`src/hdl/lcs_pkg.sv`:
```
package lcs_pkg;

    // input command codes
    localparam logic CMD_FIRST  = 1'b0;
    localparam logic CMD_SECOND = 1'b1;

    // similarity format: unsigned 1.16, the integer bit only for the value one
    localparam int SIM_FRAC_W = 16;
    localparam int SIM_W      = SIM_FRAC_W + 1;
    localparam logic [SIM_W-1:0] SIM_ONE = SIM_W'(1) << SIM_FRAC_W;

    // divider step counter, one quotient bit per step
    localparam int DIV_STEP_W = $clog2(SIM_W);

    typedef enum logic [2:0] {
        ST_IDLE,
        ST_SCAN,
        ST_SCAN_RES,
        ST_DIVIDE,
        ST_HOLD
    } lcs_state_t;

    // controller to datapath
    typedef struct packed {
        logic accept;
        logic div_start;
        logic out_load;
    } lcs_cmd_t;

    // datapath to controller
    typedef struct packed {
        logic item_result;
        logic item_scan;
        logic scan_busy;
        logic div_busy;
        logic out_valid;
    } lcs_status_t;

endpackage

```
`src/hdl/lcs_similarity_top.sv`:
```
// a first-string request is taken without leaving the idle state; a second-string byte that updates the row
// runs through its m cells, m being the first-string length, one row cell per cycle
// a last request starts the bit-serial divider for the similarity once any row update is
// done, one quotient bit per step; the divider is skipped if either string is empty
// a new request is taken while a finished result waits in the output register
// reset is synchronous, active low: counts, flags and handshakes clear, no clearing pass
module lcs_similarity_top
    import lcs_pkg::*;
#(
    parameter int MAX_LEN = 64
) (
    input  logic                           aclk,
    input  logic                           aresetn,
    input  logic                           s_valid,
    output logic                           s_ready,
    input  logic                           s_cmd,
    input  logic [7:0]                     s_symbol,
    input  logic                           s_has_symbol,
    input  logic                           s_last,
    output logic                           m_valid,
    input  logic                           m_ready,
    output logic [$clog2(MAX_LEN+1)-1:0]   m_lcs_length,
    output logic [SIM_W-1:0]               m_similarity,
    output logic                           m_overflow
);

    lcs_cmd_t    ctrl;
    lcs_status_t status;

    // sequencing
    lcs_ctrl u_ctrl (
        .aclk    (aclk),
        .aresetn (aresetn),
        .s_valid (s_valid),
        .s_ready (s_ready),
        .m_ready (m_ready),
        .status  (status),
        .ctrl    (ctrl)
    );

    // storage, row update, divider and output register
    lcs_datapath #(.MAX_LEN(MAX_LEN)) u_datapath (
        .aclk         (aclk),
        .aresetn      (aresetn),
        .s_cmd        (s_cmd),
        .s_symbol     (s_symbol),
        .s_has_symbol (s_has_symbol),
        .s_last       (s_last),
        .ctrl         (ctrl),
        .status       (status),
        .m_ready      (m_ready),
        .m_valid      (m_valid),
        .m_lcs_length (m_lcs_length),
        .m_similarity (m_similarity),
        .m_overflow   (m_overflow)
    );

endmodule

```
`src/hdl/lcs_ram.sv`:
```
module lcs_ram #(
    parameter int WIDTH = 8,
    parameter int DEPTH = 64
) (
    input  logic                                  aclk,
    input  logic                                  wr_en,
    input  logic [(DEPTH > 1 ? $clog2(DEPTH) : 1)-1:0] wr_addr,
    input  logic [WIDTH-1:0]                      wr_data,
    input  logic                                  rd_en,
    input  logic [(DEPTH > 1 ? $clog2(DEPTH) : 1)-1:0] rd_addr,
    output logic [WIDTH-1:0]                      rd_data
);

    logic [WIDTH-1:0] mem [DEPTH];
    logic [WIDTH-1:0] rd_data_reg;

    // one write port, one registered read port
    always_ff @(posedge aclk) begin
        if (wr_en) begin
            mem[wr_addr] <= wr_data;
        end
        if (rd_en) begin
            rd_data_reg <= mem[rd_addr];
        end
    end

    assign rd_data = rd_data_reg;

endmodule

```
`src/hdl/lcs_ctrl.sv`:
```
module lcs_ctrl
    import lcs_pkg::*;
(
    input  logic        aclk,
    input  logic        aresetn,
    input  logic        s_valid,
    output logic        s_ready,
    input  logic        m_ready,
    input  lcs_status_t status,
    output lcs_cmd_t    ctrl
);

    lcs_state_t state_reg;
    lcs_state_t state_next;

    // state register
    always_ff @(posedge aclk) begin
        if (!aresetn) begin
            state_reg <= ST_IDLE;
        end else begin
            state_reg <= state_next;
        end
    end

    // next state and commands
    always_comb begin
        state_next = state_reg;
        ctrl       = '0;
        s_ready    = 1'b0;
        unique case (state_reg)
            ST_IDLE: begin
                s_ready = 1'b1;
                if (s_valid) begin
                    ctrl.accept = 1'b1;
                    if (status.item_result) begin
                        state_next = ST_SCAN_RES;
                    end else if (status.item_scan) begin
                        state_next = ST_SCAN;
                    end
                end
            end
            ST_SCAN: begin
                if (!status.scan_busy) begin
                    state_next = ST_IDLE;
                end
            end
            ST_SCAN_RES: begin
                if (!status.scan_busy) begin
                    ctrl.div_start = 1'b1;
                    state_next     = ST_DIVIDE;
                end
            end
            ST_DIVIDE: begin
                if (!status.div_busy) begin
                    state_next = ST_HOLD;
                end
            end
            ST_HOLD: begin
                if (!status.out_valid || m_ready) begin
                    ctrl.out_load = 1'b1;
                    state_next    = ST_IDLE;
                end
            end
            default: begin
                state_next = ST_IDLE;
            end
        endcase
    end

endmodule

```
`src/hdl/lcs_datapath.sv`:
```
module lcs_datapath
    import lcs_pkg::*;
#(
    parameter int MAX_LEN = 64
) (
    input  logic                           aclk,
    input  logic                           aresetn,
    input  logic                           s_cmd,
    input  logic [7:0]                     s_symbol,
    input  logic                           s_has_symbol,
    input  logic                           s_last,
    input  lcs_cmd_t                       ctrl,
    output lcs_status_t                    status,
    input  logic                           m_ready,
    output logic                           m_valid,
    output logic [$clog2(MAX_LEN+1)-1:0]   m_lcs_length,
    output logic [SIM_W-1:0]               m_similarity,
    output logic                           m_overflow
);

    localparam int CW = $clog2(MAX_LEN + 1);
    localparam int AW = MAX_LEN > 1 ? $clog2(MAX_LEN) : 1;
    localparam int DW = CW + 1;

    // string bookkeeping
    logic [CW-1:0] first_count_reg, first_count_next;
    logic [CW-1:0] second_count_reg, second_count_next;
    logic          first_ovf_reg, first_ovf_next;
    logic          second_ovf_reg, second_ovf_next;
    logic          first_closed_reg, first_closed_next;
    logic [CW-1:0] lcs_reg, lcs_next;

    // scan pipeline
    logic          issue_act_reg;
    logic [AW-1:0] issue_idx_reg;
    logic          c_act_reg;
    logic [AW-1:0] c_idx_reg;
    logic [7:0]    sym_reg;
    logic          first_pass_reg;
    logic [CW-1:0] left_reg;
    logic [CW-1:0] diag_reg;

    // divider and result
    logic                  div_act_reg;
    logic [DIV_STEP_W-1:0] step_reg;
    logic [DW-1:0]         divisor_reg;
    logic [DW-1:0]         rem_reg;
    logic [SIM_W-1:0]      quo_reg;
    logic [CW-1:0]         res_len_reg;
    logic                  res_ovf_reg;
    logic                  m_valid_reg;
    logic [CW-1:0]         out_len_reg;
    logic [SIM_W-1:0]      out_sim_reg;
    logic                  out_ovf_reg;

    logic [CW-1:0] fc_base;
    logic [CW-1:0] n_base;
    logic          first_room;
    logic          second_room;
    logic          char_wr;
    logic          scan_go;
    logic [AW-1:0] last_idx;
    logic [7:0]    char_rd;
    logic [CW-1:0] row_rd;
    logic [CW-1:0] above;
    logic [CW-1:0] cell_new;
    logic [DW:0]   shifted;
    logic          div_ge;
    logic [DW:0]   div_diff;

    // counts as seen by the incoming request, after any implicit restart
    assign fc_base     = first_closed_reg ? '0 : first_count_reg;
    assign n_base      = first_closed_reg ? second_count_reg : '0;
    assign first_room  = fc_base < CW'(MAX_LEN);
    assign second_room = n_base < CW'(MAX_LEN);
    assign char_wr     = ctrl.accept && (s_cmd == CMD_FIRST) && s_has_symbol && first_room;
    assign scan_go     = (s_cmd == CMD_SECOND) && s_has_symbol && second_room
                         && (first_count_reg != '0);
    assign last_idx    = AW'(first_count_reg - CW'(1));

    assign status.item_result = (s_cmd == CMD_SECOND) && s_last;
    assign status.item_scan   = scan_go;
    assign status.scan_busy   = issue_act_reg || c_act_reg;
    assign status.div_busy    = div_act_reg;
    assign status.out_valid   = m_valid_reg;

    // first string store
    lcs_ram #(.WIDTH(8), .DEPTH(MAX_LEN)) u_char_ram (
        .aclk    (aclk),
        .wr_en   (char_wr),
        .wr_addr (fc_base[AW-1:0]),
        .wr_data (s_symbol),
        .rd_en   (issue_act_reg),
        .rd_addr (issue_idx_reg),
        .rd_data (char_rd)
    );

    // dynamic-programming row, entry k holds the length for prefix k+1
    lcs_ram #(.WIDTH(CW), .DEPTH(MAX_LEN)) u_row_ram (
        .aclk    (aclk),
        .wr_en   (c_act_reg),
        .wr_addr (c_idx_reg),
        .wr_data (cell_new),
        .rd_en   (issue_act_reg),
        .rd_addr (issue_idx_reg),
        .rd_data (row_rd)
    );

    // one cell of the row update; the first pass after a clear sees zeros
    assign above    = first_pass_reg ? '0 : row_rd;
    assign cell_new = (char_rd == sym_reg) ? diag_reg + CW'(1)
                    : (left_reg > above) ? left_reg : above;

    // restoring division step
    assign shifted  = {rem_reg, 1'b0};
    assign div_ge   = shifted >= {1'b0, divisor_reg};
    assign div_diff = shifted - {1'b0, divisor_reg};

    // string bookkeeping next values
    always_comb begin
        first_count_next  = first_count_reg;
        second_count_next = second_count_reg;
        first_ovf_next    = first_ovf_reg;
        second_ovf_next   = second_ovf_reg;
        first_closed_next = first_closed_reg;
        lcs_next          = lcs_reg;
        if (c_act_reg && (c_idx_reg == last_idx)) begin
            lcs_next = cell_new;
        end
        if (ctrl.accept) begin
            if (s_cmd == CMD_FIRST) begin
                if (first_closed_reg) begin
                    first_count_next  = '0;
                    second_count_next = '0;
                    first_ovf_next    = 1'b0;
                    second_ovf_next   = 1'b0;
                    first_closed_next = 1'b0;
                    lcs_next          = '0;
                end
                if (s_has_symbol) begin
                    if (first_room) begin
                        first_count_next = fc_base + CW'(1);
                    end else begin
                        first_ovf_next = 1'b1;
                    end
                end
                if (s_last) begin
                    first_closed_next = 1'b1;
                    second_count_next = '0;
                    lcs_next          = '0;
                end
            end else begin
                first_closed_next = 1'b1;
                if (!first_closed_reg) begin
                    second_count_next = '0;
                    lcs_next          = '0;
                end
                if (s_has_symbol) begin
                    if (second_room) begin
                        second_count_next = n_base + CW'(1);
                    end else begin
                        second_ovf_next = 1'b1;
                    end
                end
            end
        end
        if (ctrl.div_start) begin
            second_count_next = '0;
            second_ovf_next   = 1'b0;
            lcs_next          = '0;
        end
    end

    // control registers
    always_ff @(posedge aclk) begin
        if (!aresetn) begin
            first_count_reg  <= '0;
            second_count_reg <= '0;
            first_ovf_reg    <= 1'b0;
            second_ovf_reg   <= 1'b0;
            first_closed_reg <= 1'b1;
            lcs_reg          <= '0;
            issue_act_reg    <= 1'b0;
            c_act_reg        <= 1'b0;
            div_act_reg      <= 1'b0;
            m_valid_reg      <= 1'b0;
        end else begin
            first_count_reg  <= first_count_next;
            second_count_reg <= second_count_next;
            first_ovf_reg    <= first_ovf_next;
            second_ovf_reg   <= second_ovf_next;
            first_closed_reg <= first_closed_next;
            lcs_reg          <= lcs_next;
            c_act_reg        <= issue_act_reg;
            if (ctrl.accept && scan_go) begin
                issue_act_reg <= 1'b1;
            end else if (issue_act_reg && (issue_idx_reg == last_idx)) begin
                issue_act_reg <= 1'b0;
            end
            if (ctrl.div_start) begin
                div_act_reg <= (first_count_reg != '0) && (second_count_reg != '0);
            end else if (div_act_reg && (step_reg == '0)) begin
                div_act_reg <= 1'b0;
            end
            if (ctrl.out_load) begin
                m_valid_reg <= 1'b1;
            end else if (m_ready) begin
                m_valid_reg <= 1'b0;
            end
        end
    end

    // scan and divider payload
    always_ff @(posedge aclk) begin
        c_idx_reg <= issue_idx_reg;
        if (ctrl.accept && scan_go) begin
            issue_idx_reg  <= '0;
            sym_reg        <= s_symbol;
            first_pass_reg <= (n_base == '0);
            left_reg       <= '0;
            diag_reg       <= '0;
        end else begin
            if (issue_act_reg) begin
                issue_idx_reg <= issue_idx_reg + AW'(1);
            end
            if (c_act_reg) begin
                left_reg <= cell_new;
                diag_reg <= above;
            end
        end
        if (ctrl.div_start) begin
            step_reg    <= DIV_STEP_W'(SIM_W - 1);
            divisor_reg <= DW'(first_count_reg) + DW'(second_count_reg);
            rem_reg     <= DW'(lcs_reg);
            quo_reg     <= '0;
            res_len_reg <= lcs_reg;
            res_ovf_reg <= first_ovf_reg || second_ovf_reg;
        end else if (div_act_reg) begin
            step_reg <= step_reg - DIV_STEP_W'(1);
            rem_reg  <= div_ge ? div_diff[DW-1:0] : shifted[DW-1:0];
            quo_reg  <= {quo_reg[SIM_W-2:0], div_ge};
        end
        if (ctrl.out_load) begin
            out_len_reg <= res_len_reg;
            out_sim_reg <= quo_reg;
            out_ovf_reg <= res_ovf_reg;
        end
    end

    assign m_valid      = m_valid_reg;
    assign m_lcs_length = out_len_reg;
    assign m_similarity = out_sim_reg;
    assign m_overflow   = out_ovf_reg;

`ifndef SYNTHESIS
    // a cell is only ever written inside the first string
    a_cell_in_range: assert property (@(posedge aclk) disable iff (!aresetn)
        c_act_reg |-> ({1'b0, c_idx_reg} < {1'b0, first_count_reg}))
        else $error("row cell written beyond first string");

    // division never starts while the row is still being updated
    a_div_after_scan: assert property (@(posedge aclk) disable iff (!aresetn)
        ctrl.div_start |-> !(issue_act_reg || c_act_reg))
        else $error("division started during scan");

    // a running division never has a zero divisor
    a_divisor_nonzero: assert property (@(posedge aclk) disable iff (!aresetn)
        div_act_reg |-> (divisor_reg != '0))
        else $error("division by zero");

    // similarity never exceeds one
    a_sim_bounded: assert property (@(posedge aclk) disable iff (!aresetn)
        m_valid_reg |-> (out_sim_reg <= SIM_ONE))
        else $error("similarity above one");
`endif

endmodule

```
`config.mk`:
```
export PLATFORM = sky130hd
export DESIGN_NAME = lcs_similarity_top
export DESIGN_NICKNAME = d
export VERILOG_FILES = /design/src/hdl/lcs_pkg.sv /design/src/hdl/lcs_similarity_top.sv /design/src/hdl/lcs_ram.sv /design/src/hdl/lcs_ctrl.sv /design/src/hdl/lcs_datapath.sv
export SDC_FILE = /design/constraint.sdc
export NUM_CORES = 1
export LEC_CHECK = 0
export ABC_AREA = 1
export BUFFER_PORTS_ARGS = -buffer_cell sky130_fd_sc_hd__buf_2
export CORE_UTILIZATION = 63
export DETAILED_ROUTE_END_ITERATION = 7
export PLACE_DENSITY = 0.79
export SYNTH_ARGS = -nofsm -noshare
export SYNTH_HDL_FRONTEND = slang
export SYNTH_HIERARCHICAL = 1
export SYNTH_SLANG_ARGS = --single-unit
```
`constraint.sdc`:
```
create_clock -name aclk -period 4.9 [get_ports aclk]
set_clock_uncertainty 0.05 [all_clocks]
set_input_delay 0.735 -clock aclk [delete_from_list [all_inputs] [get_ports aclk]]
set_output_delay 0.735 -clock aclk [all_outputs]
set_load 0.1 [all_outputs]
```
==> metrics.cfg, run 1 <==
[floorplan]
start_util=0.640
ios=42
die_h_um=275
num_rows=99
die_w_um=275
core_sq_mm=0.0733
dieArea_sq_mm=0.0756

[grt]
grt_pass1_vias=30500
grt_max_degree=234
gr-total-overflow=0
grt_pass1_wl_um=168000
grtUsageTotal=0.291
antenna_found_initial=0

[placement]
numPortBuffers=41
routabilityCongestion=0.921
dp_hpwl_um=63300
dp_slack_ns=1.01

[timing]
finalCritPeriodShare=0.800
finalCriticalPeriod_ns=3.92
setup_violations=0
timing.final.ws_setup_ns=0.978
slew_viol_final=0
rsz0062_at_grt=no
final.setup.tns_ns=0
max_slew_margin=0.157
finalHoldWorstSlack_ns=0.302
fmax_ghz=0.255
finalHoldViolCount=0
tightest_slew_ns=1.26

[clock_network]
cts_tree=done
clk_latency_ns=0.70
path_clk_slew_ns=0.06
cts.htree.levels=3
post_cts_buffers=0
ctsResizeCount=0
clockRootBuffer=clkbuf_16
numCtsBuffers=107
numClockSinks=1112
ctsLongestPathBuffers=3
hold_buffers=0

[detailed_routing]
wl_per_cell_um=20.9
dr.pass1.iters=8
ant_nets=0
drc_errors=1
wl_um=110000
vias=32000
drtIter0Drc=4116
via_per_inst=6.06

[final_layout]
antenna_cells=0
largest_reg_flops=512
final_common_cell=nand2_1
largest_register=u_datapath/u_char_ram/mem
top_regs=u_datapath/u_char_ram/mem: 512 flops, u_datapath/u_row_ram/mem: 448 flops
area_delta_synth_final_pct=8.92
nets=4274
final_cell_mix=1410 x nand2_1, 1032 x edfxtp_1, 881 x nand3_1, 187 x nor2_1, 149 x inv_1
drive_gt1_frac=0.0741
fill_cells=5001

[power_and_ir_drop]
p_sw_w=0.00922
power_frac_seq=0.440
intPower_w=0.0186
ir_drop_v=0.000500
power_density_mw_per_mm2=544
leakagePower_nw=18.9
power.share.clock=0.307
swShare=0.332
p_comb_frac=0.253

[critical_path]
criticalPathCategory=reg2reg
startpoint_type=flop
crit_path_end_kind=flop
crit_path_top_delay_cell=nor2_1
path_max_fanout=13
crit_chain=nor2_1 > nand2_2 > nor2_1 > inv_1 > nor2_1 > nand2_1 > inv_1 > nand4_1 > nor2_1
cp.required_ns=5.12
crit_arrival_ns=4.14
slowest_delay_ns=0.84
worstReg2RegStart=u_ctrl/state_reg[0]$_SDFFE_PN0P_
critPathMostFrequentCell=nor2_1
crit_start=u_ctrl/state_reg[0]$_SDFFE_PN0P_

[logic_synthesis]
synth_nets=4297
async_flop_share=0
syn_avg_cell_area_sq_um=11.0
synthFlopType=edfxtp_1
ys_warn_count=6
syn_area_sq_mm=0.0469
synth_cells=4250
synth_edf_count=1032
ys_ff_latch=1112
seq_area_frac_synth=0.695
synth.distinct_cells=41

[job]
drv_cap=0

[outcome]
violations=DRC
status=finished with violations

[min_path]
hp-start=s_last
hp-class=in2reg

[cells in the mapped netlist, drive strengths merged, types with 8 or more instances]
| cell | instances | area [sq um] |
|---|---|---|
| nor4 | 19 | 119 |
| a21oi | 36 | 180 |
| nor2 | 195 | 777 |
| nor3 | 12 | 60.1 |
| dfxtp | 80 | 1600 |
| o21ai | 45 | 229 |
| ha | 30 | 375 |
| clkbuf | 38 | 143 |
| o22ai | 16 | 100 |
| nand2 | 1430 | 5400 |
| xor2 | 14 | 123 |
| xnor2 | 8 | 70.1 |
| nand3 | 882 | 4420 |
| inv | 164 | 623 |
| nand4 | 29 | 181 |
| buf | 190 | 1300 |
| edfxtp | 1032 | 31000 |
[cells by family after synthesis]
family,share of synthesized area
DFF,0.695
AOI/OAI and AO/OA,0.0131
xor gates and xnor gates,0.00411
adders and majority gates,0.00885
buffers and inverters,0.0442
and+or+nand+nor,0.235
[cell type report]
type | instances | area (sq um) | area share
clock inverters | 64 | 826 | 0.0162
flip-flops and latches | 1112 | 32600 | 0.638
clock buffers | 137 | 2890 | 0.0566
multi-input cells | 2743 | 12300 | 0.240
inverters | 167 | 641 | 0.0125
repair buffers | 96 | 663 | 0.0130
well taps | 959 | 1200 | 0.0235
[stage by stage]
stage	cell area (sq um)	total power, W	cells	utilization
after floorplan	46900	0.0174	4250	-
after global placement	47400	0.0191	5077	0.646
after detailed placement	47400	0.0193	5077	0.646
after CTS	51100	0.0277	5278	0.697
after global routing	51100	0.0289	5278	0.697
final	51100	0.0278	5278	0.697
[path summary, 6_finish.rpt]
path	end	slack (ns)	cells after the start
worst max-delay path	u_datapath/u_char_ram/mem[59][4]$_DFFE_PP_	0.98	9
worst min-delay path	u_datapath/first_closed_reg$_SDFFE_PN1P_	0.30	3
worst max register to register	u_datapath/u_char_ram/mem[59][4]$_DFFE_PP_	0.98	9
worst min register to register	u_datapath/c_idx_reg[5]$_DFF_P_	0.34	0
[critical path, delay by kind of cell, from the launching register on]
kind,cells,cell delay [ns]
buffers and inverters,2,0.52
DFF,1,0.38
and+or+nand+nor,7,2.56
[power groups by stage]
stage | Sequential (W) | Combinational, W | Clock, W
final | 0.0122 | 0.00702 | 0.00854
after global routing | 0.0123 | 0.00766 | 0.00897
after CTS | 0.0122 | 0.00690 | 0.00860
after detailed placement | 0.0124 | 0.00684 | 0
after global placement | 0.0124 | 0.00666 | 0
after floorplan | 0.0127 | 0.00471 | 0
[per-layer routing]
metal / track usage / vias up / wire [um]
met2: 0.481 / 1844 / 53500
met5: 0 / - / 0
met1: 0.385 / 15100 / 42100
met4: 0.126 / 0 / 4300
met3: 0.0468 / 295 / 10300
li1: - / 14700 / -
(Power assumes the default switching activity.)
==> run 2, diff against run 1 <==
--- a/config.mk
+++ b/config.mk
@@ -5,7 +5,7 @@
 export SDC_FILE = /design/constraint.sdc
 export NUM_CORES = 1
 export LEC_CHECK = 0
-export ABC_AREA = 1
+export ABC_AREA = 0
 export BUFFER_PORTS_ARGS = -buffer_cell sky130_fd_sc_hd__buf_2
 export CORE_UTILIZATION = 63
 export DETAILED_ROUTE_END_ITERATION = 7
==> constraint.sdc (replaced) <==
create_clock -name aclk -period 3.76 [get_ports aclk]
set_clock_uncertainty 0.05 [all_clocks]
set_input_delay 0.564 -clock aclk [delete_from_list [all_inputs] [get_ports aclk]]
set_output_delay 0.564 -clock aclk [all_outputs]
set_load 0.1 [all_outputs]
==> metrics.cfg, run 2 <==
[outcome]
status=finished, final reports clean

[critical_path]
crit_path_top_delay_cell=nor2_1
crit_chain=nor3_4 > and2_1 > nand3b_1 > a21oi_1 > buf_4 > nand4_1 > nor2_1
startpoint_type=flop
cp.required_ns=4.00
path_max_fanout=12
crit_start=u_ctrl/state_reg[2]$_SDFFE_PN0P_
worstReg2RegStart=u_ctrl/state_reg[2]$_SDFFE_PN0P_
slowest_delay_ns=0.86
criticalPathCategory=reg2reg
crit_arrival_ns=3.71
crit_path_end_kind=flop

[final_layout]
largest_register=u_datapath/u_char_ram/mem
final_cell_mix=1032 x edfxtp_1, 238 x mux4_2, 220 x nor2_1, 111 x clkbuf_16, 88 x buf_4
nets=2588
drive_gt1_frac=0.222
antenna_cells=0
area_delta_synth_final_pct=11.8
top_regs=u_datapath/u_char_ram/mem: 512 flops, u_datapath/u_row_ram/mem: 448 flops
instances_no_fill=3568
final_common_cell=edfxtp_1
fill_cells=4012
largest_reg_flops=512

[clock_network]
cts_tree=done
hold_buffers=0
ctsResizeCount=0
clk_latency_ns=0.67
post_cts_buffers=0
ctsLongestPathBuffers=3
clockRootBuffer=clkbuf_16
cts.htree.levels=3
numCtsBuffers=106
numClockSinks=1112
path_clk_slew_ns=0.07

[detailed_routing]
highest_layer=met5
vias=24200
drc_errors=0
wl_um=103000
ant_nets=0
wl_per_cell_um=28.9
route.met3.wl_um=10100
wl_met1_um=38700
via_per_inst=6.77
dr.pass1.iters=7
drtIter0Drc=3435
dr_wl_met2_um=50800

[logic_synthesis]
synth_nets=2457
syn_area_sq_mm=0.0446
synth_commonest_cells=1032 x edfxtp_1, 238 x mux4_2, 220 x nor2_1
synth.distinct_cells=77
async_flop_share=0
ys_warn_count=6
synthTopCellsByArea=edfxtp_1 70%, mux4_2 12%, dfxtp_1 3.6%, nor2_1 1.9%, mux2i_1 1.5%
synth_cells=2410
yosysMostFrequentCell=edfxtp_1
ys_ff_latch=1112
seq_area_frac_synth=0.731
synth_edf_count=1032
netlist.area_leader.share=0.695
synth_largest_area_cell=edfxtp_1
synthFlopType=edfxtp_1
syn_avg_cell_area_sq_um=18.5

[timing]
rsz0062_at_grt=no
setup_violations=0
finalHoldViolCount=0
final.setup.tns_ns=0
max_slew_margin=0.116
slew_viol_final=0
fmax_ghz=0.289
finalCritPeriodShare=0.921
tightest_slew_ns=1.33
finalCriticalPeriod_ns=3.46

[grt]
gr-total-overflow=0
grtUsageTotal=0.295
grt_pass1_vias=24200
grt_pass1_wl_um=155000
grt_max_degree=77
antenna_found_initial=2

[min_path]
hp-class=in2reg
hp-start=s_last

[floorplan]
core_sq_mm=0.0700
ios=42
die_h_um=268
dieArea_sq_mm=0.0718
num_rows=97
die_w_um=268
start_util=0.637

[placement]
dp_hpwl_um=60000
numPortBuffers=41
routabilityCongestion=0.909
dpl.cell_count=3373

[power_and_ir_drop]
leakagePower_nw=16.3
ir_drop_v=0.000532
power_density_mw_per_mm2=709

[job]
drv_cap=0

## run 2: cells by family (layout without fill, tap and decap cells)
kind of cell	Yosys count	in the layout	synth area share
AO/OA/AOI/OAI	246	246	0.0387
buffers and inverters	155	373	0.0187
adder cells (fa/ha/maj)	32	32	0.00932
flip-flops	1112	1112	0.731
multiplexers	323	323	0.140
XOR/XNOR	44	44	0.00895
AND/OR/NAND/NOR	498	498	0.0534
## run 2: routing by layer
layer	up-vias	GRT usage
met5	-	0
met4	4	0.103
met3	271	0.0554
met2	1557	0.473
met1	12400	0.411
li1	9958	-
## run 2: per-stage QoR
| step | total power, W | setup WS, ns | hold slack [ns] | utilization | cell area, sq um |
|---|---|---|---|---|---|
| after floorplan | 0.0216 | 0.187 | 0.350 | - | 44600 |
| after global placement | 0.0242 | 0.621 | 0.352 | 0.661 | 46300 |
| after detailed placement | 0.0245 | 0.552 | 0.355 | 0.661 | 46300 |
| after CTS | 0.0353 | 0.441 | 0.124 | 0.711 | 49800 |
| after global routing | 0.0364 | 0.216 | 0.148 | 0.711 | 49800 |
| final | 0.0353 | 0.296 | 0.152 | 0.711 | 49800 |
## run 2: worst paths after layout
| check | endpoint | slack, ns | cells past startpoint |
|---|---|---|---|
| worst max-delay path | u_datapath/u_char_ram/mem[23][0]$_DFFE_PP_ | 0.30 | 7 |
| worst min-delay path | u_datapath/first_closed_reg$_SDFFE_PN1P_ | 0.15 | 3 |
| worst max register to register | u_datapath/u_char_ram/mem[23][0]$_DFFE_PP_ | 0.30 | 7 |
| worst min register to register | u_datapath/m_overflow$_DFFE_PP_ | 0.37 | 0 |
## run 2: report_power, final
group / switching (W) / total, W / internal, W
logic: 0.00529 / 0.00915 / 0.00386
clock network: 0.00455 / 0.0108 / 0.00620
registers: 0.000719 / 0.0154 / 0.0147
total: 0.0106 / 0.0353 / 0.0248
## run 2: final cells by class
type                    count  area (sq um)  area share
flip-flops and latches   1112         32600       0.655
inverters                  34           130     0.00261
multi-input cells        1143         11200       0.225
clock buffers             129          2880      0.0577
well taps                 940          1180      0.0236
clock inverters            66           658      0.0132
repair buffers            144          1170      0.0234
## run 2: critical path, delay by kind of cell (launching register included)
kind	cells	cell delay [ns]
buf+inv	1	0.21
simple gates	5	2.24
flops	1	0.43
compound gates	1	0.16
